### src/ihex_pkg.sv
// Shared types, codes and character helpers for the Intel HEX record parser.
package ihex_pkg;

    // Parse phases
    localparam logic [2:0] PH_IDLE  = 3'd0;
    localparam logic [2:0] PH_COUNT = 3'd1;
    localparam logic [2:0] PH_ADDR  = 3'd2;
    localparam logic [2:0] PH_TYPE  = 3'd3;
    localparam logic [2:0] PH_DATA  = 3'd4;
    localparam logic [2:0] PH_CSUM  = 3'd5;

    // Result kinds
    localparam logic KIND_DATA   = 1'b0;
    localparam logic KIND_STATUS = 1'b1;

    // Status codes
    localparam logic [1:0] ST_OK        = 2'd0;
    localparam logic [1:0] ST_BADSUM    = 2'd1;
    localparam logic [1:0] ST_BADDIGIT  = 2'd2;
    localparam logic [1:0] ST_EARLYEND  = 2'd3;

    // Characters of interest
    localparam logic [7:0] CH_COLON = 8'h3A;
    localparam logic [7:0] CH_CR    = 8'h0D;
    localparam logic [7:0] CH_LF    = 8'h0A;
    localparam logic [7:0] CH_SPACE = 8'h20;
    localparam logic [7:0] CH_DEL   = 8'h7F;
    localparam logic [7:0] CH_0     = 8'h30;
    localparam logic [7:0] CH_9     = 8'h39;
    localparam logic [7:0] CH_UA    = 8'h41;
    localparam logic [7:0] CH_UF    = 8'h46;
    localparam logic [7:0] CH_LA    = 8'h61;
    localparam logic [7:0] CH_LF_HEX = 8'h66;
    localparam logic [3:0] HEX_TEN  = 4'd10;

    // Nibble count that completes a field: two for bytes, four (wraps to 0) for the address
    localparam logic [1:0] NIB_BYTE = 2'd2;
    localparam logic [1:0] NIB_WORD = 2'd0;

    typedef struct packed {
        logic        kind;
        logic [15:0] address;
        logic [7:0]  data;
        logic [7:0]  record_type;
        logic [7:0]  byte_count;
        logic [1:0]  status;
    } res_t;

    typedef struct packed {
        logic       is_hex;
        logic [3:0] value;
    } hex_digit_t;

    // Control characters other than CR/LF, and DEL and above, are dropped
    function automatic logic char_ignored(input logic [7:0] c);
        logic eol;
        eol = (c == CH_CR) || (c == CH_LF);
        return ((c < CH_SPACE) && !eol) || (c >= CH_DEL);
    endfunction

    // Decode one hex digit in either case
    function automatic hex_digit_t hex_decode(input logic [7:0] c);
        hex_digit_t d;
        d.is_hex = 1'b0;
        d.value  = 4'd0;
        if ((c >= CH_0) && (c <= CH_9)) begin
            d.is_hex = 1'b1;
            d.value  = c[3:0];
        end else if ((c >= CH_UA) && (c <= CH_UF)) begin
            d.is_hex = 1'b1;
            d.value  = 4'(c - CH_UA) + HEX_TEN;
        end else if ((c >= CH_LA) && (c <= CH_LF_HEX)) begin
            d.is_hex = 1'b1;
            d.value  = 4'(c - CH_LA) + HEX_TEN;
        end
        return d;
    endfunction

endpackage

### src/ihex_char_if.sv
// Character input channel: valid/ready handshake with one ASCII character.
interface ihex_char_if;
    logic       valid;
    logic       ready;
    logic [7:0] char_in;

    modport source (output valid, output char_in, input ready);
    modport sink   (input valid, input char_in, output ready);
endinterface

### src/ihex_res_if.sv
// Result output channel: valid/ready handshake with one parser result.
interface ihex_res_if;
    logic        valid;
    logic        ready;
    logic        kind;
    logic [15:0] address;
    logic [7:0]  data;
    logic [7:0]  record_type;
    logic [7:0]  byte_count;
    logic [1:0]  status;

    modport source (output valid, output kind, output address, output data,
                    output record_type, output byte_count, output status,
                    input ready);
    modport sink   (input valid, input kind, input address, input data,
                    input record_type, input byte_count, input status,
                    output ready);
endinterface

### src/ihex_parser.sv
// Record parse state and the single-character update step.
module ihex_parser (
    input  logic              clk,
    input  logic              rst_n,
    input  logic              step,
    input  logic [7:0]        char_in,
    output logic              res_valid,
    output ihex_pkg::res_t    res
);

    logic [2:0]  phase_reg, phase_next;
    logic [1:0]  nibble_index_reg, nibble_index_next;
    logic [15:0] field_accum_reg, field_accum_next;
    logic [7:0]  count_field_reg, count_field_next;
    logic [7:0]  bytes_left_reg, bytes_left_next;
    logic [15:0] record_address_reg, record_address_next;
    logic [7:0]  byte_offset_reg, byte_offset_next;
    logic [7:0]  type_field_reg, type_field_next;
    logic [7:0]  running_sum_reg, running_sum_next;

    ihex_pkg::hex_digit_t digit;
    logic        eol;
    logic [15:0] accum_shift;
    logic [1:0]  nib_inc;
    logic [1:0]  nib_need;
    logic [7:0]  val_lo;
    logic [7:0]  sum_plus;

    assign digit       = ihex_pkg::hex_decode(char_in);
    assign eol         = (char_in == ihex_pkg::CH_CR) || (char_in == ihex_pkg::CH_LF);
    assign accum_shift = {field_accum_reg[11:0], digit.value};
    assign nib_inc     = nibble_index_reg + 2'd1;
    assign nib_need    = (phase_reg == ihex_pkg::PH_ADDR) ? ihex_pkg::NIB_WORD
                                                          : ihex_pkg::NIB_BYTE;
    assign val_lo      = accum_shift[7:0];
    assign sum_plus    = running_sum_reg + val_lo;

    // Compute next state and the result of the held character
    always_comb
    begin
        phase_next          = phase_reg;
        nibble_index_next   = nibble_index_reg;
        field_accum_next    = field_accum_reg;
        count_field_next    = count_field_reg;
        bytes_left_next     = bytes_left_reg;
        record_address_next = record_address_reg;
        byte_offset_next    = byte_offset_reg;
        type_field_next     = type_field_reg;
        running_sum_next    = running_sum_reg;
        res_valid           = 1'b0;
        res.kind            = ihex_pkg::KIND_STATUS;
        res.address         = record_address_reg;
        res.data            = 8'd0;
        res.record_type     = type_field_reg;
        res.byte_count      = count_field_reg;
        res.status          = ihex_pkg::ST_OK;

        if (!ihex_pkg::char_ignored(char_in)) begin
            unique case (phase_reg) inside
                ihex_pkg::PH_IDLE:
                begin
                    // Open a record on colon, clear all record fields
                    if (char_in == ihex_pkg::CH_COLON) begin
                        phase_next          = ihex_pkg::PH_COUNT;
                        nibble_index_next   = 2'd0;
                        field_accum_next    = 16'd0;
                        count_field_next    = 8'd0;
                        bytes_left_next     = 8'd0;
                        record_address_next = 16'd0;
                        byte_offset_next    = 8'd0;
                        type_field_next     = 8'd0;
                        running_sum_next    = 8'd0;
                    end
                end
                [ihex_pkg::PH_COUNT:ihex_pkg::PH_CSUM]:
                begin
                    if (eol || !digit.is_hex) begin
                        // Abort the record with an error status
                        res_valid         = 1'b1;
                        res.status        = eol ? ihex_pkg::ST_EARLYEND
                                                : ihex_pkg::ST_BADDIGIT;
                        phase_next        = ihex_pkg::PH_IDLE;
                        nibble_index_next = 2'd0;
                        field_accum_next  = 16'd0;
                    end else if (nib_inc != nib_need) begin
                        // Accumulate a partial field
                        field_accum_next  = accum_shift;
                        nibble_index_next = nib_inc;
                    end else begin
                        // Field complete
                        nibble_index_next = 2'd0;
                        field_accum_next  = 16'd0;
                        unique case (phase_reg)
                            ihex_pkg::PH_COUNT:
                            begin
                                count_field_next = val_lo;
                                bytes_left_next  = val_lo;
                                running_sum_next = sum_plus;
                                phase_next       = ihex_pkg::PH_ADDR;
                            end
                            ihex_pkg::PH_ADDR:
                            begin
                                record_address_next = accum_shift;
                                running_sum_next    = sum_plus + accum_shift[15:8];
                                phase_next          = ihex_pkg::PH_TYPE;
                            end
                            ihex_pkg::PH_TYPE:
                            begin
                                type_field_next  = val_lo;
                                running_sum_next = sum_plus;
                                phase_next       = (bytes_left_reg != 8'd0)
                                                   ? ihex_pkg::PH_DATA
                                                   : ihex_pkg::PH_CSUM;
                            end
                            ihex_pkg::PH_DATA:
                            begin
                                running_sum_next = sum_plus;
                                res_valid        = 1'b1;
                                res.kind         = ihex_pkg::KIND_DATA;
                                res.address      = record_address_reg
                                                   + {8'd0, byte_offset_reg};
                                res.data         = val_lo;
                                byte_offset_next = byte_offset_reg + 8'd1;
                                bytes_left_next  = bytes_left_reg - 8'd1;
                                if (bytes_left_reg == 8'd1) begin
                                    phase_next = ihex_pkg::PH_CSUM;
                                end
                            end
                            default:
                            begin
                                // Checksum: the full sum must wrap to zero
                                running_sum_next = sum_plus;
                                res_valid        = 1'b1;
                                res.status       = (sum_plus == 8'd0) ? ihex_pkg::ST_OK
                                                                      : ihex_pkg::ST_BADSUM;
                                phase_next       = ihex_pkg::PH_IDLE;
                            end
                        endcase
                    end
                end
                default:
                begin
                    // Unused phase codes: return to the reset state
                    phase_next          = ihex_pkg::PH_IDLE;
                    nibble_index_next   = 2'd0;
                    field_accum_next    = 16'd0;
                    count_field_next    = 8'd0;
                    bytes_left_next     = 8'd0;
                    record_address_next = 16'd0;
                    byte_offset_next    = 8'd0;
                    type_field_next     = 8'd0;
                    running_sum_next    = 8'd0;
                end
            endcase
        end
    end

    // Advance the parse state on each processed character
    always_ff @(posedge clk or negedge rst_n)
    begin
        if (!rst_n) begin
            phase_reg          <= ihex_pkg::PH_IDLE;
            nibble_index_reg   <= 2'd0;
            field_accum_reg    <= 16'd0;
            count_field_reg    <= 8'd0;
            bytes_left_reg     <= 8'd0;
            record_address_reg <= 16'd0;
            byte_offset_reg    <= 8'd0;
            type_field_reg     <= 8'd0;
            running_sum_reg    <= 8'd0;
        end else if (step) begin
            phase_reg          <= phase_next;
            nibble_index_reg   <= nibble_index_next;
            field_accum_reg    <= field_accum_next;
            count_field_reg    <= count_field_next;
            bytes_left_reg     <= bytes_left_next;
            record_address_reg <= record_address_next;
            byte_offset_reg    <= byte_offset_next;
            type_field_reg     <= type_field_next;
            running_sum_reg    <= running_sum_next;
        end
    end

    // A data byte comes only out of the data phase
    assert property (@(posedge clk) disable iff (!rst_n)
        (res_valid && res.kind == ihex_pkg::KIND_DATA) |-> phase_reg == ihex_pkg::PH_DATA)
        else $error("data result outside data phase");

    // Every status result closes the record
    assert property (@(posedge clk) disable iff (!rst_n)
        (step && res_valid && res.kind == ihex_pkg::KIND_STATUS)
        |=> phase_reg == ihex_pkg::PH_IDLE)
        else $error("record not closed after status");

    // Only the address field runs past two nibbles
    assert property (@(posedge clk) disable iff (!rst_n)
        (phase_reg != ihex_pkg::PH_ADDR) |-> !nibble_index_reg[1])
        else $error("nibble index out of range for byte field");

    // Idle holds no partial field
    assert property (@(posedge clk) disable iff (!rst_n)
        (phase_reg == ihex_pkg::PH_IDLE) |-> (nibble_index_reg == 2'd0
                                              && field_accum_reg == 16'd0))
        else $error("partial field left in idle");

    // The data phase always has bytes outstanding
    assert property (@(posedge clk) disable iff (!rst_n)
        (phase_reg == ihex_pkg::PH_DATA) |-> bytes_left_reg != 8'd0)
        else $error("data phase with no bytes left");

endmodule

### src/ihex_out_reg.sv
// Output result register driving the result channel.
module ihex_out_reg (
    input  logic            clk,
    input  logic            rst_n,
    input  logic            load_valid,
    input  ihex_pkg::res_t  load_res,
    output logic            free,
    ihex_res_if.source      results
);

    logic           valid_reg;
    ihex_pkg::res_t res_reg;

    // Register is free when empty or being drained this cycle
    assign free = !valid_reg || results.ready;

    // Load a new result or drop the delivered one
    always_ff @(posedge clk or negedge rst_n)
    begin
        if (!rst_n) begin
            valid_reg <= 1'b0;
        end else if (free) begin
            valid_reg <= load_valid;
        end
    end

    // Hold the payload until transfer
    always_ff @(posedge clk)
    begin
        if (free && load_valid) begin
            res_reg <= load_res;
        end
    end

    assign results.valid       = valid_reg;
    assign results.kind        = res_reg.kind;
    assign results.address     = res_reg.address;
    assign results.data        = res_reg.data;
    assign results.record_type = res_reg.record_type;
    assign results.byte_count  = res_reg.byte_count;
    assign results.status      = res_reg.status;

endmodule

### src/intel_hex_record_parser_unit.sv
// Top level: Intel HEX record parser, input register, parse step, result register.
// Each character is held in the input register, its result in the result register.
// Throughput: one character per cycle; the input register and the result
// register stall only while a finished result waits on the result channel.
// Reset: rst_n clears all parse state to idle (waiting for a colon) and
// empties both registers; payload registers are not reset.
module intel_hex_record_parser_unit (
    input  logic        clk,
    input  logic        rst_n,
    ihex_char_if.sink   chars,
    ihex_res_if.source  results
);

    logic           in_valid_reg;
    logic [7:0]     in_char_reg;
    logic           advance;
    logic           out_free;
    logic           res_valid;
    ihex_pkg::res_t res;

    // The held character moves on unless its result cannot be stored
    assign advance     = in_valid_reg && (!res_valid || out_free);
    assign chars.ready = !in_valid_reg || advance;

    // Capture characters on transfer
    always_ff @(posedge clk or negedge rst_n)
    begin
        if (!rst_n) begin
            in_valid_reg <= 1'b0;
        end else if (chars.ready) begin
            in_valid_reg <= chars.valid;
        end
    end

    always_ff @(posedge clk)
    begin
        if (chars.ready && chars.valid) begin
            in_char_reg <= chars.char_in;
        end
    end

    ihex_parser u_parser (
        .clk       (clk),
        .rst_n     (rst_n),
        .step      (advance),
        .char_in   (in_char_reg),
        .res_valid (res_valid),
        .res       (res)
    );

    ihex_out_reg u_out_reg (
        .clk        (clk),
        .rst_n      (rst_n),
        .load_valid (advance && res_valid),
        .load_res   (res),
        .free       (out_free),
        .results    (results)
    );

endmodule
### src/flat_wrapper.sv
// flat-port wrapper written by rule: the top's interface ports become plain ports
module intel_hex_record_parser_unit_flat 
  (clk, rst_n, chars_valid, chars_char_in, chars_ready, results_valid, results_kind, results_address, results_data, results_record_type, results_byte_count, results_status, results_ready);
  ihex_char_if chars_i ();
  ihex_res_if results_i ();
  input  logic clk;
  input  logic rst_n;
  input wire logic [$bits(chars_i.valid)-1:0] chars_valid;
  input wire logic [$bits(chars_i.char_in)-1:0] chars_char_in;
  output wire logic [$bits(chars_i.ready)-1:0] chars_ready;
  output wire logic [$bits(results_i.valid)-1:0] results_valid;
  output wire logic [$bits(results_i.kind)-1:0] results_kind;
  output wire logic [$bits(results_i.address)-1:0] results_address;
  output wire logic [$bits(results_i.data)-1:0] results_data;
  output wire logic [$bits(results_i.record_type)-1:0] results_record_type;
  output wire logic [$bits(results_i.byte_count)-1:0] results_byte_count;
  output wire logic [$bits(results_i.status)-1:0] results_status;
  input wire logic [$bits(results_i.ready)-1:0] results_ready;
  assign chars_i.valid = chars_valid;
  assign chars_i.char_in = chars_char_in;
  assign chars_ready = chars_i.ready;
  assign results_valid = results_i.valid;
  assign results_kind = results_i.kind;
  assign results_address = results_i.address;
  assign results_data = results_i.data;
  assign results_record_type = results_i.record_type;
  assign results_byte_count = results_i.byte_count;
  assign results_status = results_i.status;
  assign results_i.ready = results_ready;
  intel_hex_record_parser_unit u_core (.clk(clk), .rst_n(rst_n), .chars(chars_i), .results(results_i));
endmodule
### config.mk
export PLATFORM = sky130hd
export DESIGN_NAME = intel_hex_record_parser_unit_flat
export DESIGN_NICKNAME = d
export VERILOG_FILES = /design/src/ihex_pkg.sv /design/src/ihex_char_if.sv /design/src/ihex_res_if.sv /design/src/ihex_parser.sv /design/src/ihex_out_reg.sv /design/src/intel_hex_record_parser_unit.sv /design/src/flat_wrapper.sv
export SDC_FILE = /design/constraint.sdc
export NUM_CORES = 1
export LEC_CHECK = 0
export BUFFER_PORTS_ARGS = -buffer_cell sky130_fd_sc_hd__buf_2
export CORE_UTILIZATION = 40
export CTS_BUF_LIST = sky130_fd_sc_hd__clkbuf_16
export CTS_CLUSTER_SIZE = 20
export DETAILED_ROUTE_END_ITERATION = 10
export MAX_ROUTING_LAYER = met4
export PLACE_DENSITY_LB_ADDON = 0.08
export SLEW_MARGIN = 20
export SYNTH_ARGS = -nofsm -noshare
export SYNTH_HDL_FRONTEND = slang
export SYNTH_SLANG_ARGS = --single-unit
### constraint.sdc
create_clock -name clk -period 4.1 [get_ports clk]
set_input_delay 0.615 -clock clk [delete_from_list [all_inputs] [get_ports clk]]
set_output_delay 0.615 -clock clk [all_outputs]
set_load 0.05 [all_outputs]
==> qor.txt <==
Core footprint - 17480 um^2
Worst-path cell chain - ha_2 > nor2_1 > o211ai_1 > a31oi_1 > inv_1 > ha_1 > inv_1 > fa_2 > xor2_1 > inv_1 > ha_1 > nand2b_1 > a21boi_2 > o21ai_1 > or4b_2 > nand4_1 > a22o_1
Largest cells by area after synthesis - dfrtp_1, edfxtp_1, ha_1
Drt drc - 0
Final GP Congestion - 0.8545
EDFF count, synth - 51
Pin count of the biggest net entering global routing - 76
Status - complete, no violations
Max-Slew Margin vs Limit - 43.20%
Max stage delay cell, worst path - or4b_2
Ys async rst share - 59.52%
Vias in the first global route - 5606
Class of the worst hold path - primary input to async pin
Setup WS pre-CTS - -0.1057 ns
First-pass GRT wire length - 30.43 mm
Worst-path fanout max - 6
TritonCTS Buffers - 17
Arr. time, crit path - 4.36 ns
Vias - 5815
Max Transition Viols Final - 0
Dpl hpwl - 13.30 mm
CP max stage delay - 0.63 ns
Final Hold Viols - 0
Die Ht - 136.5 um
Drt pass-1 iters - 4
Routed Antenna Nets - 0
Die width - 136.5 um
Most frequently used flop master after synthesis - dfrtp_1
Mapped cell area - 7238 um^2
WS Path Type - register to register
Setup Viol. Count Final - 0
Core Util, Final - 49.26%
Initial Utilization - 41.42%
Drt via density - 5.786
F_max - 0.2498 GHz
Antenna violations before repair - 2
Tot Pwr - 0.005181 W
Post-synth top cells - dfrtp_1, nand2_1, edfxtp_1
Final instance area - 8610 um^2
DIE AREA - 18640 um^2
Most numerous cell in the Yosys netlist - dfrtp_1
CTS Buffer Depth - 2
Total global routing track utilization - 22.44%
I/O Buffers - 56
Reg clk slew, reported paths - 0.06 ns
Gate Count Post-Synth - 696
Least-Margin Pin Slew - 0.8443 ns
Critical path capture point type - register
Initial DRC count - 371
Worst Setup Start Kind - register
Top cell type's share of synthesized area - 25.93%
Library cells used by synthesis - 79
Leakage - 3.562 nW
Clock sinks - 126
Synthesized flop and latch total - 126
Mapped Nets - 740
Max IR drop VDD - 0.3370 mV
Area leader, netlist - dfrtp_1
Pwr dens - 601.8 nW/um^2
Rows - 48
Final Cycle Share - 97.62%
Critical Path RT - 4.46 ns
Ys Warns - 0
H-tree depth - 4
NumNets Final - 809
Max_cap viols - 0
Clk Latency, worst-skew pair - 0.42 ns
Synth-to-layout area growth - 18.95%
Crit-path most repeated cell - inv_1
Share of cells above drive strength 1 - 21.59%
Boundary Pins - 57
Tmin final - 4.003 ns
Final WL - 19.22 mm
CTS tree - yes
Placed Area - 7795 um^2
Mean post-synth cell area - 10.40 um^2
Hold WS - 0.2111 ns
Sequential-to-total area share from yosys stat - 47.09%
Final setup margin - 0.09746 ns
Clock skew - 0.007660 ns
Post-detailed-route wirelength per cell - 19.13 um
Clock root cell - clkbuf_16
Global route overflow - 0
[metal layers]
layer	vias to the layer above	global-route usage, %	wire length (um)
met5	-	-	0
met2	154	35.59	9182
li1	2762	-	-
met3	29	4.741	818
met4	0	7.593	388
met1	2870	28.45	8832
[worst paths after layout]
path | from | to | depth (start not counted) | slack (ns)
hold reg to reg | u_core.u_parser.type_field_reg[3]$_DFFE_PN0P_ | u_core.u_out_reg.results.record_type[3]$_DFFE_PP_ | 0 | 0.45
min in group clk | chars_char_in[6] | u_core.in_char_reg[6]$_DFFE_PP_ | 1 | 0.37
setup reg to reg | u_core.in_char_reg[1]$_DFFE_PP_ | u_core.u_parser.running_sum_reg[6]$_DFFE_PN0P_ | 17 | 0.1
hold / removal | rst_n | u_core.u_parser.running_sum_reg[4]$_DFFE_PN0P_ | 1 | 0.21
max in group asynchronous | rst_n | u_core.u_parser.running_sum_reg[1]$_DFFE_PN0P_ | 1 | 3.37
setup / recovery | u_core.in_char_reg[1]$_DFFE_PP_ | u_core.u_parser.running_sum_reg[6]$_DFFE_PN0P_ | 17 | 0.1
[report_power, final]
group	switching (W)	total [W]	internal, W
Sequential	0.000246	0.00181	0.00157
Combinational	0.00119	0.00186	0.000669
Clock	0.000608	0.00151	0.000902
[stage by stage]
stage               std cells  setup TNS [ns]
finish                   1005               0
global placement          961               0
CTS                       994               0
floorplan                 696               0
global route             1005        -0.09133
detailed placement        961         -0.1057
[layout by cell type (no fill, tap or decap), drive strengths merged, types with 17 or more instances in the layout]
master / count
nand2: 54
buf: 83
nor2: 47
a221o: 21
inv: 37
nor2b: 23
a21oi: 21
and2: 30
ha: 29
edfxtp: 51
clkbuf: 17
dfrtp: 75
nor3: 19
o21ai: 36
[worst max-delay path, delay by kind of cell, from the launching register on]
kind / cells / cell delay (ns)
DFF: 1 / 0.52
AOI/OAI and AO/OA: 5 / 0.94
xor gates and xnor gates: 1 / 0.20
adders and majority gates: 4 / 1.13
and+or+nand+nor: 4 / 0.91
buffers and inverters: 3 / 0.23
[kinds of logic after synthesis]
logic type,count (synthesis),synth area share [%]
simple gates,255,19.22
xor+xnor,18,2.178
flops,126,47.09
compound gates,173,18.10
fa+ha+maj,32,5.843
mux,25,3.665
buf+inv,67,3.907
[repair_timing]
item                       in CTS  in global routing
pin swaps                       3                 10
setup buffers                   1                  9
resized for setup               4                 29
hold buffers                    0                  0
setup endpoints to repair       1                  4
cloned                          0                  0
[final cells by class]
type / count / area [um^2]
diodes: 2 / 5.005
clock buffers: 17 / 425.4
clock inverters: 15 / 165.2
fillers: 1583 / 8867
inverters: 34 / 127.6
multi-input cells: 503 / 3695
flip-flops and latches: 126 / 3408
well taps: 225 / 281.5
repair buffers: 83 / 501.7
No activity file was read; power rests on OpenSTA's default activity.
